<file path="config.mk">
export PLATFORM = sky130hd
export DESIGN_NAME = rgb_to_hsl_converter
export DESIGN_NICKNAME = d
export VERILOG_FILES = /design/src/rtl/rgbhsl_pkg.sv /design/src/rtl/rgbhsl_divider.sv /design/src/rtl/rgb_to_hsl_converter.sv
export SDC_FILE = /design/constraint.sdc
export NUM_CORES = 2
export LEC_CHECK = 0
export ABC_CLOCK_PERIOD_IN_PS = 13600
export CELL_PAD_IN_SITES_DETAIL_PLACEMENT = 1
export CELL_PAD_IN_SITES_GLOBAL_PLACEMENT = 2
export CORE_MARGIN = 4
export CORE_UTILIZATION = 51
export DETAILED_ROUTE_END_ITERATION = 6
export DONT_BUFFER_PORTS = 1
export PLACE_DENSITY_LB_ADDON = 0.05
export SLEW_MARGIN = 20
export SYNTH_ARGS = -nofsm -noshare
export SYNTH_HDL_FRONTEND = slang
export SYNTH_SLANG_ARGS = --single-unit
export TNS_END_PERCENT = 100
</file>
<file path="constraint.sdc">
create_clock -name clk -period 13.6 [get_ports clk]
set_clock_uncertainty 0.2 [all_clocks]
set_input_delay 1.36 -clock clk [delete_from_list [all_inputs] [get_ports clk]]
set_output_delay 1.36 -clock clk [all_outputs]
set_load 0.02 [all_outputs]
</file>
<file path="src/rtl/rgbhsl_pkg.sv">
// Shared types, constants and the divider step function for the RGB to HSL converter.
package rgbhsl_pkg;

  // Channel and result widths.
  localparam int ChanW  = 8;
  localparam int HueW   = 15;
  localparam int SatW   = 16;
  localparam int LightW = 9;

  // Hue sector terms are at most six times the channel spread.
  localparam int TermW = 11;

  // Both divisions take a 24-bit dividend and an 8-bit divisor and give 16 quotient bits.
  localparam int QuotW    = 16;
  localparam int DivSteps = QuotW;
  localparam int NumW     = ChanW + QuotW;

  // One input pixel.
  typedef struct packed {
    logic [ChanW-1:0] red;
    logic [ChanW-1:0] green;
    logic [ChanW-1:0] blue;
    logic [ChanW-1:0] alpha;
  } pixel_t;

  // One converted pixel.
  typedef struct packed {
    logic [HueW-1:0]   hue;
    logic [SatW-1:0]   saturation;
    logic [LightW-1:0] lightness;
    logic [ChanW-1:0]  alpha_out;
  } hsl_t;

  // Partial remainder and shift register of one restoring divider lane. The shift
  // register starts with the low dividend bits and ends with the quotient.
  typedef struct packed {
    logic [ChanW-1:0] rem;
    logic [QuotW-1:0] acc;
  } div_lane_t;

  // Everything that travels through the divider pipeline for one pixel.
  typedef struct packed {
    div_lane_t         hue_lane;
    div_lane_t         sat_lane;
    logic [ChanW-1:0]  hue_div;
    logic [ChanW-1:0]  sat_div;
    logic              grey;
    logic [LightW-1:0] lightness;
    logic [ChanW-1:0]  alpha;
  } div_item_t;

  // One restoring division step: bring down the next dividend bit, subtract the
  // divisor when it fits and shift the quotient bit in at the bottom.
  function automatic div_lane_t div_step(div_lane_t x, logic [ChanW-1:0] dv);
    logic [ChanW:0] t;
    logic [ChanW:0] diff;
    div_lane_t      y;
    t    = {x.rem, x.acc[QuotW-1]};
    diff = t - {1'b0, dv};
    if (t >= {1'b0, dv}) begin
      y.rem = diff[ChanW-1:0];
      y.acc = {x.acc[QuotW-2:0], 1'b1};
    end else begin
      y.rem = t[ChanW-1:0];
      y.acc = {x.acc[QuotW-2:0], 1'b0};
    end
    return y;
  endfunction

endpackage

</file>
<file path="src/rtl/rgbhsl_divider.sv">
// Pipelined restoring divider for hue and saturation, one quotient bit per stage.
module rgbhsl_divider
  import rgbhsl_pkg::*;
(
  input  logic      clk,
  input  logic      rst,
  input  logic      in_valid,
  output logic      in_ready,
  input  div_item_t in_item,
  output logic      out_valid,
  input  logic      out_ready,
  output div_item_t out_item
);

  logic      valid [DivSteps];
  div_item_t item  [DivSteps];
  logic      rdy   [DivSteps];
  logic      src_valid [DivSteps];
  div_item_t src_item  [DivSteps];

  always_comb begin
    src_valid[0] = in_valid;
    src_item[0]  = in_item;
    for (int k = 1; k < DivSteps; k++) begin
      src_valid[k] = valid[k-1];
      src_item[k]  = item[k-1];
    end
  end

  for (genvar k = 0; k < DivSteps; k++) begin : g_stage
    div_item_t item_next;

    // A stage takes new data when it is empty or its content moves on.
    if (k == DivSteps - 1) begin : g_last
      assign rdy[k] = !valid[k] || out_ready;
    end else begin : g_mid
      assign rdy[k] = !valid[k] || rdy[k+1];
    end

    always_comb begin
      item_next          = src_item[k];
      item_next.hue_lane = div_step(src_item[k].hue_lane, src_item[k].hue_div);
      item_next.sat_lane = div_step(src_item[k].sat_lane, src_item[k].sat_div);
    end

    always_ff @(posedge clk) begin
      if (rst) begin
        valid[k] <= 1'b0;
      end else if (rdy[k]) begin
        valid[k] <= src_valid[k];
      end
    end

    always_ff @(posedge clk) begin
      if (rdy[k] && src_valid[k]) begin
        item[k] <= item_next;
      end
    end
  end

  assign in_ready  = rdy[0];
  assign out_valid = valid[DivSteps-1];
  assign out_item  = item[DivSteps-1];

endmodule

</file>
<file path="src/rtl/rgb_to_hsl_converter.sv">
// RGB to HSL converter: three front stages and a 16-stage pipelined divider.
// A pixel passes through stages 1 to 3, then through every divider stage in order.
// While hsl_stall is low, a new pixel may enter every cycle (one pixel per clock).
// Every stage holds when the stage after it is full and stalled, so empty stages
// still fill while the output waits. Reset (rst, synchronous) clears all valid bits;
// the data registers are not reset.
module rgb_to_hsl_converter
  import rgbhsl_pkg::*;
(
  input  logic   clk,
  input  logic   rst,
  input  logic   pixel_valid,
  output logic   pixel_stall,
  input  pixel_t pixel,
  output logic   hsl_valid,
  input  logic   hsl_stall,
  output hsl_t   hsl
);

  // Which channel is greatest; red wins ties over green, green over blue.
  typedef enum logic [1:0] {
    SEC_RED,
    SEC_GREEN,
    SEC_BLUE
  } sector_t;

  // Stage 1: greatest and least channel.
  logic             s1_valid;
  pixel_t           s1_px;
  logic [ChanW-1:0] s1_mx;
  logic [ChanW-1:0] s1_mn;
  sector_t          s1_sector;

  // Stage 2: spread, sum, saturation divisor and hue sector term.
  logic              s2_valid;
  logic [ChanW-1:0]  s2_d;
  logic [LightW-1:0] s2_sum;
  logic [ChanW-1:0]  s2_den;
  logic [TermW-1:0]  s2_term;
  logic [ChanW-1:0]  s2_alpha;

  // Stage 3: dividends, ready to enter the divider.
  logic      s3_valid;
  div_item_t s3_item;
  div_item_t s3_next;

  logic r1;
  logic r2;
  logic r3;
  logic div_ready;
  logic div_valid;
  div_item_t div_out;

  // Combinational values feeding each stage.
  logic [ChanW-1:0]  mx_c;
  logic [ChanW-1:0]  mn_c;
  logic [ChanW-1:0]  mn_rg;
  sector_t           sector_c;
  logic [ChanW-1:0]  d_c;
  logic [LightW-1:0] sum_c;
  logic [LightW-1:0] sum_rev;
  logic [ChanW-1:0]  den_c;
  logic [TermW-1:0]  term_c;
  logic [TermW-1:0]  d_ext;
  logic [NumW-1:0]   term_ext;
  logic [NumW-1:0]   hue_num;
  logic [NumW-1:0]   sat_num;

  // Backpressure: a stage accepts when it is empty or its content leaves.
  assign r3          = !s3_valid || div_ready;
  assign r2          = !s2_valid || r3;
  assign r1          = !s1_valid || r2;
  assign pixel_stall = !r1;

  // Find the greatest and least channel of the incoming pixel.
  always_comb begin
    if (pixel.red >= pixel.green && pixel.red >= pixel.blue) begin
      sector_c = SEC_RED;
      mx_c     = pixel.red;
    end else if (pixel.green >= pixel.blue) begin
      sector_c = SEC_GREEN;
      mx_c     = pixel.green;
    end else begin
      sector_c = SEC_BLUE;
      mx_c     = pixel.blue;
    end
    mn_rg = (pixel.red < pixel.green) ? pixel.red : pixel.green;
    mn_c  = (mn_rg < pixel.blue) ? mn_rg : pixel.blue;
  end

  always_ff @(posedge clk) begin
    if (rst) begin
      s1_valid <= 1'b0;
    end else if (r1) begin
      s1_valid <= pixel_valid;
    end
  end

  always_ff @(posedge clk) begin
    if (r1 && pixel_valid) begin
      s1_px     <= pixel;
      s1_mx     <= mx_c;
      s1_mn     <= mn_c;
      s1_sector <= sector_c;
    end
  end

  // The hue numerator is 3840 times a sector term measured in units of the spread:
  // red greatest gives green minus blue, wrapped by six spreads when negative;
  // green greatest gives two spreads plus blue minus red; blue greatest gives four
  // spreads plus red minus green. Every term ends up non-negative and below six
  // spreads, so modular arithmetic in the term width is exact.
  always_comb begin
    d_c     = s1_mx - s1_mn;
    sum_c   = {1'b0, s1_mx} + {1'b0, s1_mn};
    sum_rev = LightW'(2 * 255) - sum_c;
    den_c   = (sum_c <= LightW'(255)) ? sum_c[ChanW-1:0] : sum_rev[ChanW-1:0];
    d_ext   = TermW'(d_c);
    unique case (s1_sector)
      SEC_RED: begin
        if (s1_px.green >= s1_px.blue) begin
          term_c = TermW'(s1_px.green) - TermW'(s1_px.blue);
        end else begin
          term_c = (d_ext << 2) + (d_ext << 1) + TermW'(s1_px.green) - TermW'(s1_px.blue);
        end
      end
      SEC_GREEN: term_c = (d_ext << 1) + TermW'(s1_px.blue) - TermW'(s1_px.red);
      SEC_BLUE:  term_c = (d_ext << 2) + TermW'(s1_px.red) - TermW'(s1_px.green);
      default:   term_c = '0;
    endcase
  end

  always_ff @(posedge clk) begin
    if (rst) begin
      s2_valid <= 1'b0;
    end else if (r2) begin
      s2_valid <= s1_valid;
    end
  end

  always_ff @(posedge clk) begin
    if (r2 && s1_valid) begin
      s2_d     <= d_c;
      s2_sum   <= sum_c;
      s2_den   <= den_c;
      s2_term  <= term_c;
      s2_alpha <= s1_px.alpha;
    end
  end

  // Dividends: 3840 times the term (4096 minus 256), and 65535 times the spread.
  // Both quotients stay below 2^16, so the upper byte starts below the divisor.
  always_comb begin
    term_ext = NumW'(s2_term);
    hue_num  = (term_ext << 12) - (term_ext << 8);
    sat_num  = {s2_d, {QuotW{1'b0}}} - NumW'(s2_d);

    s3_next.hue_lane.rem = hue_num[NumW-1:QuotW];
    s3_next.hue_lane.acc = hue_num[QuotW-1:0];
    s3_next.sat_lane.rem = sat_num[NumW-1:QuotW];
    s3_next.sat_lane.acc = sat_num[QuotW-1:0];
    s3_next.hue_div      = s2_d;
    s3_next.sat_div      = s2_den;
    s3_next.grey         = (s2_d == '0);
    s3_next.lightness    = s2_sum;
    s3_next.alpha        = s2_alpha;
  end

  always_ff @(posedge clk) begin
    if (rst) begin
      s3_valid <= 1'b0;
    end else if (r3) begin
      s3_valid <= s2_valid;
    end
  end

  always_ff @(posedge clk) begin
    if (r3 && s2_valid) begin
      s3_item <= s3_next;
    end
  end

  rgbhsl_divider u_divider (
    .clk       (clk),
    .rst       (rst),
    .in_valid  (s3_valid),
    .in_ready  (div_ready),
    .in_item   (s3_item),
    .out_valid (div_valid),
    .out_ready (!hsl_stall),
    .out_item  (div_out)
  );

  // The last divider stage is the output register. Grey pixels have a zero hue
  // divisor, so their hue quotient is meaningless; both quotients are set to zero.
  assign hsl_valid = div_valid;
  always_comb begin
    hsl.hue        = div_out.grey ? '0 : div_out.hue_lane.acc[HueW-1:0];
    hsl.saturation = div_out.grey ? '0 : div_out.sat_lane.acc;
    hsl.lightness  = div_out.lightness;
    hsl.alpha_out  = div_out.alpha;
  end

endmodule
</file>
Word-level counts from Yosys, hierarchy flattened --
Memories as Yosys holds them, arrays and structs flattened. Cells that the tools add are included.
Word-level totals: bits in registers 179, RAM bits 1328, output and inout port bits 50, logic and storage cells 330, memories kept 2
Cells by class: add/subtract/negate cells 45, order comparisons 39, eq/ne operators 2, mux-type cells 140, bitwise gates (word level) 16, reduce and logical (&&, ||, !) cells 62
Memories:
- u_divider.item | words 16, bits a word 82, rd ports 16, clocked after memory_dff 0, wr ports 16, line rgbhsl_divider.sv:16 | div_item_t item [DivSteps];
- u_divider.valid | words 16, bits a word 1, rd ports 16, clocked after memory_dff 0, wr ports 16, line rgbhsl_divider.sv:15 | logic valid [DivSteps];
Operator list (count):
- $mux 24 | 32
- $ge 9x8->1 | 32
- $sub 8x8->8 | 33
- $mux 1 | 98
- $mux 8 | 5
- $pmux 11 s3 | 1
- $ge 8x8->1 | 4
- $sub 23x19->24 | 1
- $sub 24x8->24 | 1
- $sub 11x8->11 | 2
- $logic_not 1->1 | 21
- $logic_and 1x1->1 | 20
- $logic_or 1x1->1 | 19
- $lt 8x8->1 | 2
- $mux 16 | 1
- $or 1x1->1 | 16
- $mux 15 | 1
- $add 10x8->11 | 1
- $add 10x9->11 | 1
- $add 11x8->11 | 1
- $mux 11 | 1
- $sub 10x8->11 | 1
- $add 9x8->10 | 1
- $add 8x8->9 | 1
- other kinds (8) | 8

Depth between registers and ports, before layout --
An unclocked memory read counts as a cell.
depth in word-level cells 22, gate-level depth with buffers 20, gate-level depth less buffers 19

Hierarchy --
From an unflattened synthesis, not the netlist that was laid out.
Second synthesis, totals: cell total of the unflattened synthesis 4494, area total of the unflattened synthesis 66932.9 µm²
Modules (own cells, without submodules):
- rgbhsl_divider | instances 1, cells an instance 3605, area each 56525.5 µm², sequential area each 39878.2 µm²
- rgb_to_hsl_converter | instances 1, cells an instance 889, area each 10407.5 µm², sequential area each 4924.7 µm²

Worst setup path after synthesis --
Ideal clock, no wire load.
path type input -> register, from input hsl_stall, to register s3_item[0] (netlist bit) (enable), arrival 7.278 ns, required time 12.795 ns, setup slack 5.516 ns, stages 6, path through nand4_1 > nor3_2 > and3_1 > buf_2 > and4_1 > a21boi_0
Between the ends: cells in the longest elaborated chain, start to end 19
RTL lines:
- start: declaration | line rgb_to_hsl_converter.sv:16 | input logic hsl_stall,
- $logic_not 1->1 | line rgb_to_hsl_converter.sv:190 | .out_ready (!hsl_stall),
- $logic_or 1x1->1 | line rgbhsl_divider.sv:35 | assign rdy[k] = !valid[k] || out_ready;
- $logic_or 1x1->1 (15 in a row) | line rgbhsl_divider.sv:37 | assign rdy[k] = !valid[k] || rdy[k+1];
- $logic_or 1x1->1 | line rgb_to_hsl_converter.sv:70 | assign r3 = !s3_valid || div_ready;
- $logic_and 1x1->1 | line rgb_to_hsl_converter.sv:178 | if (r3 && s2_valid) begin
- end signal: assignment | line rgb_to_hsl_converter.sv:179 | s3_item <= s3_next;
- end: declaration | line rgb_to_hsl_converter.sv:44 | div_item_t s3_item;
No other way between the ends. A chain may end at the register's enable or synchronous reset.

Worst setup path after layout --
from register s1_mn[1], to register s2_term[9], data pin
Between the ends: cells in the longest elaborated chain, start to end 6
RTL lines:
- start: declaration | line rgb_to_hsl_converter.sv:31 | logic [ChanW-1:0] s1_mn;
- start signal: assignment | line rgb_to_hsl_converter.sv:103 | s1_mn <= mn_c;
- $sub 8x8->8 (*) | line rgb_to_hsl_converter.sv:114 | d_c = s1_mx - s1_mn;
- via d_c[5] | line rgb_to_hsl_converter.sv:59 | logic [ChanW-1:0] d_c;
- $add 10x9->11 | line rgb_to_hsl_converter.sv:124 | term_c = (d_ext << 2) + (d_ext << 1) + TermW'(s1_px.green) - TermW'(s1_px.blue);
- $add 11x8->11 | line rgb_to_hsl_converter.sv:124
- $sub 11x8->11 | line rgb_to_hsl_converter.sv:124
- $mux 11 | line rgb_to_hsl_converter.sv:121 | if (s1_px.green >= s1_px.blue) begin
- $pmux 11 s3 (*) | line rgb_to_hsl_converter.sv:119 | unique case (s1_sector)
- via term_c[9] | line rgb_to_hsl_converter.sv:63 | logic [TermW-1:0] term_c;
- end signal: assignment | line rgb_to_hsl_converter.sv:146 | s2_term <= term_c;
- end: declaration | line rgb_to_hsl_converter.sv:39 | logic [TermW-1:0] s2_term;
The timed path passes the listed nets; every way through them passes the cells marked *.

==> flow_metrics.env <==
export IMPL_whs_endpoint="u_divider.item[1][117]"
export IMPL_yosysSeqAreaShare_pct=65.4
export IMPL_period_share_pct=40.1
export IMPL_p_total_uw=9720
export IMPL_drv_cap=0
export IMPL_whs_ns=0.199
export IMPL_status="finished, final reports clean"
export IMPL_grt_ovfl_total=0
export IMPL_p_leak_uw=0.0246
export IMPL_setup_viol=0
export IMPL_track_usage_pct=19.5
export IMPL_placed_cells=5584
export IMPL_routabilityCongestion=0.829
export IMPL_slew_headroom_pct=29.0
export IMPL_start_kind="register"
export IMPL_syn_cell_area_um2=59900
export IMPL_min_period_ns=5.46
export IMPL_route_detailed_drc=0
export IMPL_cts_root_buf="clkbuf_16"
export IMPL_cts_setup_buffers=0
export IMPL_core_area_um2=116000
export IMPL_ioPinCount=86
export IMPL_antenna_cells=0
export IMPL_grt_start_max_net_pins=77
export IMPL_final_common_cell="edfxtp_1"
export IMPL_clk_latency_ns=0.76
export IMPL_rsz0062_at_grt="false"
export IMPL_end_kind="register"
export IMPL_antenna_found_initial=2
export IMPL_timing_rr_end="s2_term[9]"
export IMPL_numCtsBuffers=138
export IMPL_ant_nets=0
export IMPL_final_cell_mix="edfxtp_1 (1302), inv_1 (505), ha_1 (354)"
export IMPL_cts_sinks=1305
export IMPL_wire_per_inst_um=19.9
export IMPL_tritoncts="done"
export IMPL_cts_htree_levels=4
export IMPL_hold_viol_final=0
export IMPL_rr_startpoint="s1_mn[1]"
export IMPL_synth_edf_count=1302
export IMPL_power_density_nw_per_um2=146
export IMPL_nets=4653
export IMPL_stdcell_count=5828
export IMPL_syn_area_per_cell_um2=14.7
export IMPL_syn_inst=4073
export IMPL_avgViaCountPerCell=5.45
export IMPL_synth_ff_type="edfxtp_1"
export IMPL_numPortBuffers=0
export IMPL_hpwl_um=85100
export IMPL_holdPathStages=0
export IMPL_syn_to_final_growth_pct=10.8
export IMPL_syn_nets=4526
export IMPL_clk_pin_slew_worst_paths_ns=0.06
export IMPL_die_h_um=351
export IMPL_wirelength_um=116000
export IMPL_max_freq_ghz=0.183
export IMPL_min_from="u_divider.item[1][34]"
export IMPL_cp_required_ns=13.86
export IMPL_reg2reg_setup_slack_ns=8.14
export IMPL_worstHoldPathType="reg2reg"
export IMPL_cts_buffer_depth=3
export IMPL_crit_fanout=6
export IMPL_num_rows=125
export IMPL_worstRegToRegCells=18
export IMPL_setup_tns_ns=0
export IMPL_die_area_um2=123000
export IMPL_ys_warn_count=0
export IMPL_die_width_um=351
export IMPL_worst_ep_arrival_time_ns=5.72
export IMPL_dr_pass1_iters=5
export IMPL_ctsHoldBuffers=0
export IMPL_tightest_slew_ns=1.07
export IMPL_finalMaxSlewViolations=0
export IMPL_grt_pass1_wl_um=189000
export IMPL_crit_type="reg2reg"
export IMPL_ys_ff_latch=1305
export IMPL_drtIter0Drc=1437
export IMPL_start_util_pct=51.5
export IMPL_vias=31738
export IMPL_cts_resized=0
export IMPL_synth_distinct_cells=77
export IMPL_grt_pass1_vias=34503
export IMPL_ir_drop_v=0.000117
export IMPL_postSynth_asyncResetShare_pct=0
export IMPL_drive_gt1_share_pct=13.0
[where the power goes]
group	leakage (uW)	switching, uW	internal, uW
Sequential	0.0119	74.7	4510
Combinational	0.0105	846	623
Clock	0.00215	1560	2110
Total	0.0246	2480	7240
[Yosys cell counts (all sizes together) (4+ instances only)]
library cell  number  area (um2)
clkbuf            13        48.8
a211oi            22         165
o311a             12         120
o21bai             5        37.5
or4b              25         250
nor2             269        1010
a21boi            60         450
or4               11        86.3
nand2b            25         156
o31a              50         438
nor3              28         150
a22oi              4        30.0
a31oi              5        31.3
o41ai             32         843
o221a             18         203
nor2b            147         920
nor4               7        43.8
nand2             95         357
o211ai            15         113
o21a              47         353
fa                63        1260
and2               9        56.3
xor2              10        87.6
nor3b              5        37.5
inv              506        1900
o21ai            174         878
xnor2             74         648
mux2i             93         931
mux2             175        1970
or2               59         369
and3               4        25.0
edfxtp          1302       39100
nand3b             4        30.0
o31ai             13        97.6
or3                7        43.8
a21oi             80         419
o311ai            20         193
a21o              53         398
nand3             53         265
nand4             64         400
buf               22         151
ha               354        4430
[through the flow]
| step | setup slack, ns | utilization (%) | area (um2) |
|---|---|---|---|
| finish | 8.14 | 57.0 | 66400 |
| detailed placement | 8.12 | 53.2 | 61900 |
| global placement | 8.27 | 53.2 | 61900 |
| floorplan | 5.52 | - | 59900 |
| CTS | 8.13 | 57.0 | 66400 |
| global route | 7.80 | 57.0 | 66400 |
[worst max path at each step]
| stage | from | endpoint | slack (ns) | depth (start not counted) |
|---|---|---|---|---|
| floorplan | hsl_stall | s3_item[0] | 5.52 | 6 |
| global placement | pixel[22] | s1_mn[5] | 8.27 | 14 |
| detailed placement | s1_mx[1] | s2_term[9] | 8.12 | 17 |
| CTS | s1_mn[1] | s2_term[9] | 8.13 | 18 |
| global route | s1_mn[1] | s2_term[9] | 7.80 | 18 |
| finish | s1_mn[1] | s2_term[9] | 8.14 | 18 |
[kinds of logic after synthesis]
family,synth area share [%]
xor+xnor,1.23
simple gates,7.11
mux,4.85
buf+inv,3.51
compound gates,8.41
fa+ha+maj,9.50
flops,65.4
[area by class of cell]
class / instances / area [um2]
multi-input combinational: 2227 / 18700
clock inverter: 88 / 947
timing repair buffer: 22 / 165
fill: 11058 / 50000
sequential: 1305 / 39200
tap: 1524 / 1910
clock buffer: 156 / 3540
inverter: 506 / 1900
[routing by layer]
layer / share of wire (%) / vias up / GRT usage (%)
met5: 0 / - / 0
met4: 2.6 / 0 / 5.90
met3: 3.1 / 186 / 3.09
met2: 54 / 376 / 36.5
met1: 41 / 15821 / 23.2
li1: - / 15355 / -
[critical path, cell delays in order, from the launching register on]
cell and delay (ns):
edfxtp_1 0.45, inv_1 0.14, ha_1 0.24, nor2b_1 0.13, o21ai_1 0.24, o21a_1 0.23, nor2b_1 0.18, xor2_1 0.48
inv_1 0.14, fa_1 0.51, inv_1 0.05, fa_1 0.50, inv_1 0.04, ha_1 0.25, or4_1 0.42, o221ai_1 0.19
xor2_1 0.18, nor3_1 0.06, or4_1 0.51
[sequential cells by signal (all words and copies together), names as in the netlist]
name / flops
s1_sector: 2
s2_d: 7
s1_mx: 8
s2_sum: 9
s2_alpha: 8
s3_item: 70
s2_term: 11
u_divider.valid: 16
s2_valid: 1
u_divider.item: 1124
s2_den: 7
s1_valid: 1
s1_mn: 8
s1_px: 32
s3_valid: 1
Power figures use the tool's default switching activity.
